**config.mk**
```make
export PLATFORM = sky130hd
export DESIGN_NAME = lowest_free_descriptor_allocator
export DESIGN_NICKNAME = d
export VERILOG_FILES = /design/src/rtl/core/ldfa_pkg.sv /design/src/rtl/core/ldfa_ram.sv /design/src/rtl/core/ldfa_find.sv /design/src/rtl/core/lowest_free_descriptor_allocator.sv
export SDC_FILE = /design/constraint.sdc
export NUM_CORES = 2
export LEC_CHECK = 0
export ABC_AREA = 1
export BUFFER_PORTS_ARGS = -buffer_cell sky130_fd_sc_hd__buf_2
export CAP_MARGIN = 0
export CELL_PAD_IN_SITES_DETAIL_PLACEMENT = 0
export CELL_PAD_IN_SITES_GLOBAL_PLACEMENT = 1
export CORE_MARGIN = 2
export CORE_UTILIZATION = 35
export CTS_CLUSTER_DIAMETER = 150
export DETAILED_ROUTE_END_ITERATION = 10
export GPL_TIMING_DRIVEN = 0
export PLACE_DENSITY = 0.67
export SETUP_SLACK_MARGIN = 0.3
export SLEW_MARGIN = 40
export SYNTH_ARGS = -nofsm -noshare
export SYNTH_HDL_FRONTEND = slang
export SYNTH_SLANG_ARGS = --single-unit
```
**constraint.sdc**
```tcl
create_clock -name clk_i -period 34.5 [get_ports clk_i]
set_input_delay 6.9 -clock clk_i [delete_from_list [all_inputs] [get_ports clk_i]]
set_output_delay 6.9 -clock clk_i [all_outputs]
set_load 0.03 [all_outputs]
```
**src/rtl/core/ldfa_pkg.sv**
```systemverilog
// Package for the lowest free descriptor allocator.
// Holds payload structs, fixed sizes, register indexes and the table growth rule.
// Used by ldfa_find and lowest_free_descriptor_allocator; ldfa_ram does not use it.
package ldfa_pkg;

  localparam int MAX_DESCRIPTORS = 1024;
  localparam int INITIAL_SIZE    = 64;
  localparam int GROW_UNIT       = 128;
  localparam int WORD_BITS       = 64;

  localparam int ROW_W      = 64;                       // bits per bitmap row
  localparam int MAP_ROWS   = MAX_DESCRIPTORS / ROW_W;
  localparam int ROW_IDX_W  = $clog2(MAP_ROWS);
  localparam int BIT_IDX_W  = $clog2(ROW_W);
  localparam int DESC_W     = 10;
  localparam int SIZE_W     = 11;
  localparam int GROW_W     = SIZE_W + 1;
  localparam int GROW_STEPS = 5;
  localparam int CFG_IDX_W  = 2;
  localparam int CFG_DATA_W = 11;

  typedef enum logic [CFG_IDX_W-1:0] {
    CFG_DESCRIPTOR_LIMIT = 2'd0,
    CFG_TABLE_CEILING    = 2'd1
  } cfg_index_e;

  typedef enum logic {
    STATUS_OK       = 1'b0,
    STATUS_TOO_MANY = 1'b1
  } status_e;

  typedef struct packed {
    logic [DESC_W-1:0] start_at;
    logic              exec_mark;
  } alloc_req_t;

  typedef struct packed {
    logic [DESC_W-1:0] descriptor;
    status_e           status;
    logic [SIZE_W-1:0] current_size;
  } alloc_rsp_t;

  typedef struct packed {
    logic                 found;
    logic [BIT_IDX_W-1:0] idx;
  } find_t;

  // Smallest GROW_UNIT * 2^k that lies above the descriptor.
  function automatic logic [GROW_W-1:0] grow_size(input logic [SIZE_W-1:0] fd);
    logic [GROW_W-1:0] nsize;
    nsize = GROW_W'(GROW_UNIT);
    for (int i = 0; i < GROW_STEPS; i++) begin
      if (nsize <= {1'b0, fd}) begin
        nsize = nsize << 1;
      end
    end
    return nsize;
  endfunction

endpackage

```
**src/rtl/core/ldfa_ram.sv**
```systemverilog
// Generic single-write, single-read synchronous RAM with registered read data.
// No dependencies.
module ldfa_ram #(
  parameter int WIDTH = 128,
  parameter int DEPTH = 16
) (
  input  logic                     clk_i,
  input  logic                     we_i,
  input  logic [$clog2(DEPTH)-1:0] waddr_i,
  input  logic [WIDTH-1:0]         wdata_i,
  input  logic                     re_i,
  input  logic [$clog2(DEPTH)-1:0] raddr_i,
  output logic [WIDTH-1:0]         rdata_o
);

  logic [WIDTH-1:0] mem_q [DEPTH];
  logic [WIDTH-1:0] rdata_q;

  always_ff @(posedge clk_i) begin
    if (we_i) begin
      mem_q[waddr_i] <= wdata_i;
    end
    if (re_i) begin
      rdata_q <= mem_q[raddr_i];
    end
  end

  assign rdata_o = rdata_q;

endmodule

```
**src/rtl/core/ldfa_find.sv**
```systemverilog
// First clear bit search over one bitmap row, with bits below a start offset masked when use_low_i is set.
// Depends on ldfa_pkg.
module ldfa_find (
  input  logic [ldfa_pkg::ROW_W-1:0]     row_i,
  input  logic                           use_low_i,
  input  logic [ldfa_pkg::BIT_IDX_W-1:0] low_bits_i,
  output ldfa_pkg::find_t                res_o
);

  logic [ldfa_pkg::ROW_W-1:0] masked;

  always_comb begin
    for (int i = 0; i < ldfa_pkg::ROW_W; i++) begin
      masked[i] = row_i[i] | (use_low_i && (ldfa_pkg::BIT_IDX_W'(i) < low_bits_i));
    end
  end

  // Walk from the top so the lowest clear bit wins.
  always_comb begin
    res_o = '0;
    for (int i = ldfa_pkg::ROW_W - 1; i >= 0; i--) begin
      if (!masked[i]) begin
        res_o.found = 1'b1;
        res_o.idx   = ldfa_pkg::BIT_IDX_W'(i);
      end
    end
  end

endmodule

```
**src/rtl/core/lowest_free_descriptor_allocator.sv**
```systemverilog
// Top level of the lowest free descriptor allocator: control, registers, row RAM.
// Depends on ldfa_pkg, ldfa_ram and ldfa_find.
//
//   channel | direction | handshake               | payload
//   in      | in        | in_valid_i / in_ready_o | in_data_i  (alloc_req_t)
//   out     | out       | out_valid_o/out_ready_i | out_data_o (alloc_rsp_t)
//   cfg     | in        | cfg_valid_i/cfg_ready_o | cfg_index_i, cfg_data_i
//
// A request scans the rows (1 to 16) in turn, one row of the RAM read port per cycle;
// a start at or above the table size skips the scan and goes straight to the decide step.
// Reset clears the per-row valid flags at once, so no clearing pass is needed.
// The result register holds a finished result while the next request is taken;
// a request whose result finds that register still full waits in its last step.
module lowest_free_descriptor_allocator (
  input  logic                             clk_i,
  input  logic                             rst_ni,
  input  logic                             in_valid_i,
  output logic                             in_ready_o,
  input  ldfa_pkg::alloc_req_t             in_data_i,
  output logic                             out_valid_o,
  input  logic                             out_ready_i,
  output ldfa_pkg::alloc_rsp_t             out_data_o,
  input  logic                             cfg_valid_i,
  output logic                             cfg_ready_o,
  input  logic [ldfa_pkg::CFG_IDX_W-1:0]   cfg_index_i,
  input  logic [ldfa_pkg::CFG_DATA_W-1:0]  cfg_data_i
);

  localparam int RowW   = ldfa_pkg::ROW_W;
  localparam int RamW   = 2 * ldfa_pkg::ROW_W;
  localparam int SizeW  = ldfa_pkg::SIZE_W;
  localparam int RowIdW = ldfa_pkg::ROW_IDX_W;
  localparam int BitIdW = ldfa_pkg::BIT_IDX_W;

  typedef enum logic [1:0] {
    ST_IDLE,
    ST_SCAN,
    ST_DECIDE
  } state_e;

  state_e                           state_q;
  logic [ldfa_pkg::DESC_W-1:0]      start_q;
  logic                             cloexec_q;
  logic [SizeW-1:0]                 s_q;
  logic [RowIdW-1:0]                row_q;
  logic                             first_q;
  logic [SizeW-1:0]                 fd_q;
  logic [RamW-1:0]                  data_q;
  logic                             rd_valid_q;
  logic [ldfa_pkg::MAP_ROWS-1:0]    row_valid_q;
  logic [SizeW-1:0]                 hint_q;
  logic [SizeW-1:0]                 size_q;
  logic [SizeW-1:0]                 limit_q;
  logic [SizeW-1:0]                 ceil_q;
  logic                             out_valid_q;
  ldfa_pkg::alloc_rsp_t             out_q;

  logic                             in_fire;
  logic [SizeW-1:0]                 s_start;
  logic [SizeW-BitIdW-1:0]          size_rows;
  logic [RowIdW:0]                  next_row;
  logic                             ram_re;
  logic [RowIdW-1:0]                ram_raddr;
  logic [RamW-1:0]                  ram_rdata;
  logic                             ram_we;
  logic [RowIdW-1:0]                ram_waddr;
  logic [RamW-1:0]                  ram_wdata;
  logic [RamW-1:0]                  scan_data;
  ldfa_pkg::find_t                  find_res;
  logic [SizeW-1:0]                 ceil_eff;
  logic [ldfa_pkg::GROW_W-1:0]      grown;
  logic [SizeW-1:0]                 ceil_round;
  logic [SizeW-1:0]                 capped;
  logic                             needs_grow;
  logic                             refused;
  logic [SizeW-1:0]                 new_size;
  logic                             out_free;
  logic                             commit;
  logic [RowW-1:0]                  bit_mask;

  assign in_ready_o  = (state_q == ST_IDLE);
  assign in_fire     = in_valid_i && in_ready_o;
  assign cfg_ready_o = 1'b1;
  assign out_valid_o = out_valid_q;
  assign out_data_o  = out_q;

  // Search begins at the larger of the requested start and the hint.
  assign s_start   = ({1'b0, in_data_i.start_at} > hint_q) ? {1'b0, in_data_i.start_at}
                                                           : hint_q;
  assign size_rows = size_q[SizeW-1:BitIdW];
  assign next_row  = {1'b0, row_q} + (RowIdW+1)'(1);
  assign scan_data = rd_valid_q ? ram_rdata : '0;

  ldfa_find u_find (
    .row_i      (scan_data[RowW-1:0]),
    .use_low_i  (first_q),
    .low_bits_i (s_q[BitIdW-1:0]),
    .res_o      (find_res)
  );

  always_comb begin
    ram_re    = 1'b0;
    ram_raddr = row_q;
    if (state_q == ST_IDLE) begin
      ram_re    = in_fire && (s_start < size_q);
      ram_raddr = s_start[BitIdW +: RowIdW];
    end else if (state_q == ST_SCAN) begin
      ram_re    = !find_res.found && (next_row != size_rows);
      ram_raddr = next_row[RowIdW-1:0];
    end
  end

  // Growth rule: double from GROW_UNIT, then cap at the ceiling rounded up to a word.
  always_comb begin
    ceil_eff   = (ceil_q > SizeW'(ldfa_pkg::MAX_DESCRIPTORS))
                 ? SizeW'(ldfa_pkg::MAX_DESCRIPTORS) : ceil_q;
    grown      = ldfa_pkg::grow_size(fd_q);
    ceil_round = ((ceil_eff - SizeW'(1)) | SizeW'(ldfa_pkg::WORD_BITS - 1)) + SizeW'(1);
    capped     = (grown > {1'b0, ceil_eff}) ? ceil_round : grown[SizeW-1:0];
    needs_grow = (fd_q >= size_q);
    refused    = (fd_q >= limit_q) ||
                 (needs_grow && ((fd_q >= ceil_eff) || (capped <= fd_q)));
    new_size   = (!refused && needs_grow) ? capped : size_q;
  end

  assign out_free  = !out_valid_q || out_ready_i;
  assign commit    = (state_q == ST_DECIDE) && out_free;
  assign bit_mask  = RowW'(1) << fd_q[BitIdW-1:0];
  assign ram_we    = commit && !refused;
  assign ram_waddr = fd_q[BitIdW +: RowIdW];
  assign ram_wdata = {cloexec_q ? (data_q[RamW-1:RowW] | bit_mask)
                                : (data_q[RamW-1:RowW] & ~bit_mask),
                      data_q[RowW-1:0] | bit_mask};

  ldfa_ram #(
    .WIDTH (RamW),
    .DEPTH (ldfa_pkg::MAP_ROWS)
  ) u_ram (
    .clk_i   (clk_i),
    .we_i    (ram_we),
    .waddr_i (ram_waddr),
    .wdata_i (ram_wdata),
    .re_i    (ram_re),
    .raddr_i (ram_raddr),
    .rdata_o (ram_rdata)
  );

  always_ff @(posedge clk_i or negedge rst_ni) begin
    if (!rst_ni) begin
      state_q     <= ST_IDLE;
      start_q     <= '0;
      cloexec_q   <= 1'b0;
      s_q         <= '0;
      row_q       <= '0;
      first_q     <= 1'b0;
      fd_q        <= '0;
      data_q      <= '0;
      rd_valid_q  <= 1'b0;
      row_valid_q <= '0;
      hint_q      <= '0;
      size_q      <= SizeW'(ldfa_pkg::INITIAL_SIZE);
      limit_q     <= SizeW'(1024);
      ceil_q      <= SizeW'(1024);
      out_valid_q <= 1'b0;
      out_q       <= '0;
    end else begin
      if (cfg_valid_i && cfg_ready_o) begin
        case (ldfa_pkg::cfg_index_e'(cfg_index_i))
          ldfa_pkg::CFG_DESCRIPTOR_LIMIT: limit_q <= cfg_data_i;
          ldfa_pkg::CFG_TABLE_CEILING:    ceil_q  <= cfg_data_i;
          default: ;
        endcase
      end

      if (ram_re) begin
        rd_valid_q <= row_valid_q[ram_raddr];
      end

      if (commit) begin
        out_valid_q <= 1'b1;
      end else if (out_valid_q && out_ready_i) begin
        out_valid_q <= 1'b0;
      end

      case (state_q)
        ST_IDLE: begin
          if (in_fire) begin
            start_q   <= in_data_i.start_at;
            cloexec_q <= in_data_i.exec_mark;
            s_q       <= s_start;
            row_q     <= s_start[BitIdW +: RowIdW];
            first_q   <= 1'b1;
            if (s_start < size_q) begin
              state_q <= ST_SCAN;
            end else begin
              // Rows beyond the table are always empty.
              fd_q    <= s_start;
              data_q  <= '0;
              state_q <= ST_DECIDE;
            end
          end
        end
        ST_SCAN: begin
          first_q <= 1'b0;
          if (find_res.found) begin
            fd_q    <= {row_q, find_res.idx};
            data_q  <= scan_data;
            state_q <= ST_DECIDE;
          end else if (next_row == size_rows) begin
            fd_q    <= size_q;
            data_q  <= '0;
            state_q <= ST_DECIDE;
          end else begin
            row_q <= next_row[RowIdW-1:0];
          end
        end
        ST_DECIDE: begin
          if (commit) begin
            out_q.current_size <= new_size;
            if (refused) begin
              out_q.descriptor <= '0;
              out_q.status     <= ldfa_pkg::STATUS_TOO_MANY;
            end else begin
              out_q.descriptor <= fd_q[ldfa_pkg::DESC_W-1:0];
              out_q.status     <= ldfa_pkg::STATUS_OK;
              size_q           <= new_size;
              row_valid_q[ram_waddr] <= 1'b1;
              if ({1'b0, start_q} <= hint_q) begin
                hint_q <= fd_q + SizeW'(1);
              end
            end
            state_q <= ST_IDLE;
          end
        end
        default: state_q <= ST_IDLE;
      endcase
    end
  end

  a_size_grows_only: assert property (@(posedge clk_i) disable iff (!rst_ni)
    1'b1 |=> size_q >= $past(size_q))
    else $error("table size shrank");

  a_size_shape: assert property (@(posedge clk_i) disable iff (!rst_ni)
    (size_q[BitIdW-1:0] == '0) && (size_q <= SizeW'(ldfa_pkg::MAX_DESCRIPTORS)))
    else $error("table size not a whole number of rows within bounds");

  a_alloc_in_table: assert property (@(posedge clk_i) disable iff (!rst_ni)
    out_valid_o && (out_data_o.status == ldfa_pkg::STATUS_OK)
      |-> ({1'b0, out_data_o.descriptor} < out_data_o.current_size))
    else $error("allocated descriptor outside the table");

  a_busy_after_accept: assert property (@(posedge clk_i) disable iff (!rst_ni)
    in_fire |=> !in_ready_o)
    else $error("request taken while another is in flight");

  a_write_only_on_commit: assert property (@(posedge clk_i) disable iff (!rst_ni)
    ram_we |-> (state_q == ST_DECIDE) && !ram_re)
    else $error("row write outside the commit step");

endmodule
```
==> results.yml <==
status:
  status: "complete, no violations"
critical_path:
  slowest_delay_ps: 770
  cp-start-kind: "input port"
  ff2ff_path_depth: 55
  reg2reg_to: "u_ram.mem_q[8][20]"
  path_class: "in -> reg"
  path_common_cell: "o21ai_0"
  crit_path_start: "in_data_i[3]"
  r2r_start: "fd_q[2]"
  critPathCaptureType: "flip-flop"
  crit_chain: "buf_2 > ha_1 > nand2_1 > o21ai_0 > a221oi_1 > o21ai_0 > nand3_1 > nand2_1 > a21oi_1 > nor2_1 > o41ai_1 > clkbuf_1 > o21ai_0 > inv_1 > o221ai_1 > clkbuf_2 > clkbuf_1 > clkbuf_2 > mux2i_1 > o22ai_1 > o221ai_1 > o21ai_0"
  endpoint: "u_ram.rdata_o[11]"
  regToRegSetupSlack_ps: 22480
  arrival_ps: 12550
  crit_fanout: 10
  required_ps: 35000
  critPathSlowestCell: "clkbuf_1"
cts:
  ctsHoldBuffers: 0
  cts_tree: "built"
  numCtsBuffers: 139
  clk_latency_ps: 800
  clock-root-buffer: "clkbuf_16"
  htree_num_levels: 4
  postCtsSetupBuffers: 0
  cts-resized-gates: 0
  cts_sinks: 1270
  clk_pin_slew_ps: 60
  clockBufferDepth: 3
logic_synthesis:
  synth-compound-area-share: 0.128
  syn_nets: 4537
  synth_common_cells: "edfxtp_1 (1088), nor2_1 (688), o21ai_0 (615)"
  synth_area_um2: 53600
  synth-adder-area-share: 0.0222
  seq_area_frac_synth: 0.694
  synth-edff-count: 1088
  ys_ff_latch: 1270
  synth_cell_types: 54
  synth_xor_area_frac: 0.00229
  synth_top_family_by_area: "compound AO/OA/AOI/OAI gates"
  syn_area_per_cell_um2: 12.1
  syn_inst: 4413
  synth_top_area_cell: "edfxtp_1"
  dominantRegCellSynth: "edfxtp_1"
  synth_area_leaders: "edfxtp_1 (61%), dfrtp_1 (8.4%), o21ai_0 (5.7%)"
  ys_warn_count: 0
  synthMuxAreaShare: 0.0241
  synth-simple-area-share: 0.0933
  yosysTopAreaCellShare: 0.609
  async_flop_share: 0.143
  synth_most_common_cell: "edfxtp_1"
global_route:
  grt_pass1_wl_mm: 252
  grt_max_degree: 72
  first_global_vias: 36714
  grtUsageTotal: 0.218
  grt-ovfl-total: 0
  antenna_found_initial: 6
placed_design:
  portBuffers: 51
  place_congestion: 0.935
  hpwl_mm: 125
timing:
  fin_crit_ps: 12060
  hold_viol: 0
  relSlewSlack: 0.358
  setup_viol: 0
  fmax_mhz: 83.0
  rsz0062_at_grt: "false"
  tns_ps: 0
  skew_ps: 29.8
  worstMarginPinSlew_ps: 959
  finalCritPeriodShare: 0.349
  maxSlewViolCount: 0
cells_and_area:
  syn2layout_area_growth_pct: 18.6
  layout-drive-gt1-share: 0.115
  antenna-diode-count: 0
  nets: 4871
detailed_routing:
  drc: 0
  drtIter0Drc: 3768
  drt-total-wl_mm: 172
  vias: 37366
  topRoutingLayerUsed: "met4"
  wl_met2_mm: 79.6
  postRouteAntennaNets: 0
  wl_met1_mm: 74.8
  wl_per_cell_um: 25.0
  drt_first_pass_iters: 6
  via_per_inst: 5.42
  route.met3.wl_mm: 11.8
die:
  dieArea_um2: 156000
  chipWidth_um: 395
  pin_count: 54
  start_util: 0.353
  row_count: 143
  core_um2: 152000
  die_y_um: 395
worst_hold_path:
  hp-class: "reg -> reg"
  min_path_cells: 1
job:
  cap_violations: 0
[layer usage]
metal | global-route usage | vias to the layer above
met4 | 0.0802 | 0
li1 | - | 16860
met2 | 0.347 | 1468
met5 | 0 | -
met3 | 0.0371 | 284
met1 | 0.300 | 18754
[logic make-up after synthesis]
family,Yosys count
XOR/XNOR,14
AO/OA/AOI/OAI,1122
multiplexers,129
adder cells (fa/ha/maj),95
AND/OR/NAND/NOR,1277
buffers and inverters,505
flip-flops,1270
other,1
[worst min path at each step]
stage	startpoint	to	slack, ps
2_1_floorplan	row_valid_q[0]	row_valid_q[0]	430
3_3_place_gp	row_valid_q[4]	row_valid_q[4]	440
3_5_place_dp	row_valid_q[3]	row_valid_q[3]	450
4_1_cts	row_valid_q[3]	row_valid_q[3]	460
5_1_grt	row_valid_q[11]	row_valid_q[11]	470
6_report	row_valid_q[3]	row_valid_q[3]	460
[layout make-up]
cell class              instances  area, um2
plain buffers                 249       1000
clock buffers                 185       3790
clock inverters                70        659
fillers                     14212      88500
inverters                     256        961
multi-input cells            2638      14900
flip-flops and latches       1270      37200
well taps                    2030       2540
repair buffers                193       2520
[cells in the final DEF (no fill, tap or decap), drive strengths merged, types with 3 or more instances in the layout]
| cell type | instances |
|---|---|
| clkbuf | 399 |
| nor4 | 6 |
| mux2i | 128 |
| o21bai | 7 |
| o211ai | 76 |
| o221ai | 76 |
| nand4 | 10 |
| xnor2 | 3 |
| clkinvlp | 6 |
| o22ai | 138 |
| a21o | 3 |
| a21oi | 45 |
| a211oi | 3 |
| a31oi | 8 |
| nor2 | 690 |
| dfstp | 3 |
| nor3 | 23 |
| dfrtp | 179 |
| buf | 228 |
| o31ai | 7 |
| or2 | 13 |
| nand3 | 57 |
| o21ai | 618 |
| xor2 | 11 |
| edfxtp | 1088 |
| o21a | 4 |
| clkinv | 54 |
| inv | 258 |
| ha | 95 |
| a21boi | 4 |
| bufinv | 8 |
| nand2 | 472 |
| o32ai | 121 |
[registers in the layout, summed over array words and instances (netlist names), 16 cells and up]
| signal | count |
|---|---|
| data_q | 64 |
| out_data_o | 22 |
| row_valid_q | 16 |
| u_ram.mem_q | 1024 |
| u_ram.rdata_o | 64 |
[worst max-delay path, delay by kind of cell]
family / cells / cell delay, ps
AOI/OAI and AO/OA: 10 / 2320
adders and majority gates: 1 / 310
buffers and inverters: 6 / 2420
muxes: 1 / 250
and+or+nand+nor: 4 / 320
[stage by stage]
stage | utilization | instances | worst slack (ps) | area [um2] | hold slack (ps)
after floorplan | - | 4413 | 22770 | 53600 | 427
after global placement | 0.371 | 6494 | 16810 | 56400 | 445
after detailed placement | 0.389 | 6636 | 21760 | 59100 | 450
after CTS | 0.418 | 6891 | 22270 | 63600 | 465
after global routing | 0.418 | 6891 | 21620 | 63600 | 472
final | 0.418 | 6891 | 22440 | 63600 | 464
Power is not shown: default switching activity piles up to over one toggle a cycle in this logic, so the estimate is an artifact.
